==> src/rtl/hsvrgb_pkg.sv <==
// Shared types, constants and helpers for the HSV to RGB converter.
// No dependencies; imported by every module of the block.
package hsvrgb_pkg;

    localparam int FRAC_BITS = 15;
    localparam int Q_BITS    = 20;   // quotient bits, one per divider cell
    localparam int NUM_CELLS = Q_BITS;

    localparam logic [16:0] HUE_TURN  = 17'd25736;
    localparam logic [15:0] ONE_Q15   = 16'd32768;
    localparam logic [18:0] OUT_MAX   = 19'd458752;
    localparam logic [20:0] RECIP     = 21'd1335084;  // floor(2^32 / 3217)
    localparam logic [11:0] HUE_DIV   = 12'd3217;     // HUE_TURN / 8
    localparam logic [15:0] LUMA_WR   = 16'd13933;
    localparam logic [15:0] LUMA_WG   = 16'd46871;
    localparam logic [15:0] LUMA_WB   = 16'd4732;
    localparam logic [15:0] THR_RESET = 16'd33;

    // configuration register index, taken from paddr[2]
    typedef enum logic {
        REG_NORM_EN  = 1'b0,
        REG_LUMA_THR = 1'b1
    } reg_idx_t;

    // one color channel as it travels through the divider row
    typedef struct packed {
        logic        ovf;   // quotient does not fit in Q_BITS
        logic [31:0] rh;    // partial remainder
        logic [19:0] lo;    // dividend bits still to shift in
        logic [19:0] q;     // quotient bits so far
    } lane_t;

    typedef struct packed {
        logic [31:0]     div;
        lane_t [2:0]     lane;
    } cell_data_t;

    function automatic logic [15:0] clamp_unit(input logic [15:0] raw);
        clamp_unit = (raw > ONE_Q15) ? ONE_Q15 : raw;
    endfunction

    function automatic logic [18:0] sat_out(input lane_t ln);
        if (ln.ovf || ln.q > {1'b0, OUT_MAX}) begin
            sat_out = OUT_MAX;
        end else begin
            sat_out = ln.q[18:0];
        end
    endfunction

endpackage

==> src/rtl/hsvrgb_cell.sv <==
// One divider cell: one restoring quotient bit for each of three channels.
// Depends on hsvrgb_pkg.
module hsvrgb_cell import hsvrgb_pkg::*; (
    input  logic       aclk,
    input  logic       aresetn,
    input  logic       in_valid,
    output logic       in_ready,
    input  cell_data_t in_data,
    output logic       out_valid,
    input  logic       out_ready,
    output cell_data_t out_data
);

    logic       vld_reg;
    cell_data_t data_next;
    logic [32:0] t;

    assign in_ready  = !vld_reg || out_ready;
    assign out_valid = vld_reg;

    // shift in next dividend bit, subtract divisor when it fits
    always_comb begin
        data_next = in_data;
        for (int i = 0; i < 3; i++) begin
            t = {in_data.lane[i].rh, in_data.lane[i].lo[19]};
            if (t >= 33'(in_data.div)) begin
                data_next.lane[i].rh = 32'(t - 33'(in_data.div));
                data_next.lane[i].q  = {in_data.lane[i].q[18:0], 1'b1};
            end else begin
                data_next.lane[i].rh = t[31:0];
                data_next.lane[i].q  = {in_data.lane[i].q[18:0], 1'b0};
            end
            data_next.lane[i].lo = {in_data.lane[i].lo[18:0], 1'b0};
        end
    end

    always_ff @(posedge aclk) begin
        if (!aresetn) begin
            vld_reg <= 1'b0;
        end else if (in_ready) begin
            vld_reg <= in_valid;
        end
    end

    always_ff @(posedge aclk) begin
        if (in_ready) begin
            out_data <= data_next;
        end
    end

endmodule

==> config.mk <==
export PLATFORM = sky130hd
export DESIGN_NAME = hsvrgb_cell
export DESIGN_NICKNAME = d
export VERILOG_FILES = /design/src/rtl/hsvrgb_pkg.sv /design/src/rtl/hsvrgb_cell.sv
export SDC_FILE = /design/constraint.sdc
export NUM_CORES = 1
export LEC_CHECK = 0
export ABC_AREA = 1
export BUFFER_PORTS_ARGS = -buffer_cell sky130_fd_sc_hd__buf_4
export CORE_MARGIN = 2
export CORE_UTILIZATION = 40
export CTS_BUF_LIST = sky130_fd_sc_hd__clkbuf_4 sky130_fd_sc_hd__clkbuf_8 sky130_fd_sc_hd__clkbuf_16
export DETAILED_ROUTE_END_ITERATION = 16
export PLACE_DENSITY = 0.76
export SLEW_MARGIN = 20
export SYNTH_ARGS = -nofsm -noshare
export SYNTH_HDL_FRONTEND = slang
export SYNTH_SLANG_ARGS = --single-unit
==> constraint.sdc <==
create_clock -name aclk -period 9.1 [get_ports aclk]
set_clock_uncertainty 0.1 [all_clocks]
set_input_delay 0.455 -clock aclk [delete_from_list [all_inputs] [get_ports aclk]]
set_output_delay 0.455 -clock aclk [all_outputs]
set_load 0.05 [all_outputs]
==> flow_metrics.env <==
export IMPL_track_usage_pct=30.9
export IMPL_rsz0062_at_grt="false"
export IMPL_total_power_mw=4.28
export IMPL_crit_path_start_kind="input pin"
export IMPL_ioPinCount=508
export IMPL_cts_max_level=1
export IMPL_cts_repair_resized=0
export IMPL_grt_pass1_wl_um=101000
export IMPL_drtIter0Drc=1299
export IMPL_min_period_over_period_pct=41.4
export IMPL_final_common_cell="nand2_1"
export IMPL_avgSynthCellArea_um2=7.77
export IMPL_port_buffers=501
export IMPL_maxCapViolations=0
export IMPL_status="complete, no violations"
export IMPL_leakagePower_nw=12.4
export IMPL_synthToLayoutAreaGrowth_pct=40.1
export IMPL_die_w_um=209
export IMPL_start_util_pct=40.3
export IMPL_cp_required_ps=9330
export IMPL_synth_seq_cells=249
export IMPL_crit_type="in2reg"
export IMPL_cts_hold_buffers_added=147
export IMPL_clockBufferDepth=3
export IMPL_route_detailed_drc=0
export IMPL_max_slew_margin_pct=38.4
export IMPL_dr_pass1_iters=8
export IMPL_antenna_left=0
export IMPL_power_density_nw_per_um2=182
export IMPL_cts_inserted_buffers=29
export IMPL_synth_distinct_cells=37
export IMPL_syn_inst=2162
export IMPL_place_hpwl_um=53700
export IMPL_gp_congestion=0.962
export IMPL_synth_edf_count=248
export IMPL_wl_um=69300
export IMPL_setup_slack_ps=5330
export IMPL_synth_area_um2=16800
export IMPL_setup_viol=0
export IMPL_tritoncts="built"
export IMPL_fmax_mhz=265
export IMPL_clock_latency_ps=570
export IMPL_core_area_um2=41700
export IMPL_layout_drive_gt1_share_pct=22.3
export IMPL_ys_flop_type="edfxtp_1"
export IMPL_slew_viol_final=0
export IMPL_crit_fanout=35
export IMPL_yosysSeqAreaShare_pct=44.4
export IMPL_die_h_um=209
export IMPL_yosys_warnings=0
export IMPL_fp_row_count=75
export IMPL_hold_viol_final=0
export IMPL_cts_reportedPaths_clkPinSlew_ps=70
export IMPL_viasPerCell=4.97
export IMPL_grt_max_degree=159
export IMPL_final_setup_tns_ps=0
export IMPL_hold_class="in2reg"
export IMPL_die_area_um2=43700
export IMPL_tightest_slew_ps=924
export IMPL_post_place_ws_ps=5310
export IMPL_async_flop_share_pct=0
export IMPL_root_buffer="clkbuf_16"
export IMPL_peakVddDrop_mv=0.151
export IMPL_post_cts_buffers=0
export IMPL_grt_ovfl_total=0
export IMPL_min_period_ps=3770
export IMPL_final_cell_mix="852 x nand2_1, 502 x buf_4, 395 x inv_1"
export IMPL_numClockSinks=249
export IMPL_num_vias=16800
export IMPL_antenna_found_initial=10
export IMPL_finalNetCount=3168
export IMPL_wl_per_cell_um=20.5
export IMPL_crit_arrival_ps=4000
export IMPL_endpoint_kind="flip-flop"
export IMPL_dp_cells=3175
export IMPL_fill_cells=3789
export IMPL_finalNonFillerCells=3385
export IMPL_grt_pass1_vias=16300
layer usage:
metal,wire length [um],part of all wire [%],up-vias,track usage [%]
met5,40,0.058,-,0
met4,4370,6.3,6,16.3
met3,5090,7.3,175,6.09
met2,32300,47,697,52.0
met1,27500,40,7812,37.6
li1,-,-,8126,-
state kept, by name, indices dropped and copies added, names as in the netlist:
name	count
out_valid	1
out_data	248
where the power goes:
part	internal (mW)	switching, mW
Combinational	0.475	1.06
Clock	0.766	0.502
Sequential	1.43	0.0490
Total	2.67	1.61
Yosys cell counts (2+ instances only):
library cell    n  area, um2
inv_1         395       1480
buf_4           5       37.5
nor2_1        104        390
a21oi_1        59        295
nor3_4          2       32.5
edfxtp_1      248       7450
buf_8           3       45.0
nor2_4          4       45.0
and2_1         15       93.8
nand3b_1       23        173
nand2_4         3       33.8
nand2_2         9       56.3
o21bai_1        4       30.0
fa_1            3       60.1
inv_2           6       22.5
nand2_1       853       3200
nand3_1       164        821
nor3_1         24        120
buf_6           4       45.0
nand2_8         3       60.1
nand3_2        35        350
nand4_1         8       50.1
buf_2          17       85.1
buf_12          2       40.0
o21ai_0         5       25.0
xnor2_1         3       26.3
nor2_2         16        100
xor2_1         39        342
ha_1           96       1200
nor3_2          3       30.0
cell families after synthesis:
family | count (synthesis) | synth area share (%)
compound gates | 71 | 2.21
xor+xnor | 42 | 2.19
flops | 249 | 44.4
buf+inv | 432 | 10.5
fa+ha+maj | 99 | 7.51
other cells | 1 | 0.0223
simple gates | 1268 | 33.2
worst max-delay path: stages:
cell and delay, ps:
dlygate4sd3_1 550, buf_4 150, inv_1 290, ha_1 390, a21oi_1 380, o21ai_1 100
a21oi_1 150, nand2_1 110, nor2_4 670, nand2_8 360, nand3_1 260, nand2_1 70
path summary, 6_finish.rpt:
path | cells past startpoint | slack (ps) | startpoint | to
setup reg to reg | 2 | 7060 | out_valid | out_data[216]
setup / recovery | 12 | 5330 | in_data[245] | out_data[144]
hold / removal | 2 | 50 | aresetn | out_valid
hold reg to reg | 2 | 840 | out_valid | out_valid
final cells by class:
cell class / instances / area [um2] / area share [%]
antenna: 9 / 22.5 / 0.0957
clock buffer: 33 / 756 / 3.21
sequential: 249 / 7470 / 31.7
inverter: 401 / 1510 / 6.39
timing repair buffer: 650 / 5260 / 22.3
tap: 539 / 674 / 2.86
multi-input combinational: 1483 / 7590 / 32.2
clock inverter: 21 / 267 / 1.13
metrics by stage:
stage | instance area (um2) | hold WS, ps | utilization, %
final | 23500 | 48.8 | 56.5
after global routing | 23500 | 44.3 | 56.5
after CTS | 23500 | 21.9 | 56.5
after detailed placement | 21000 | 534 | 50.5
after global placement | 21000 | 533 | 50.5
after floorplan | 16800 | 454 | -
No activity file was read; power rests on OpenSTA's default activity.
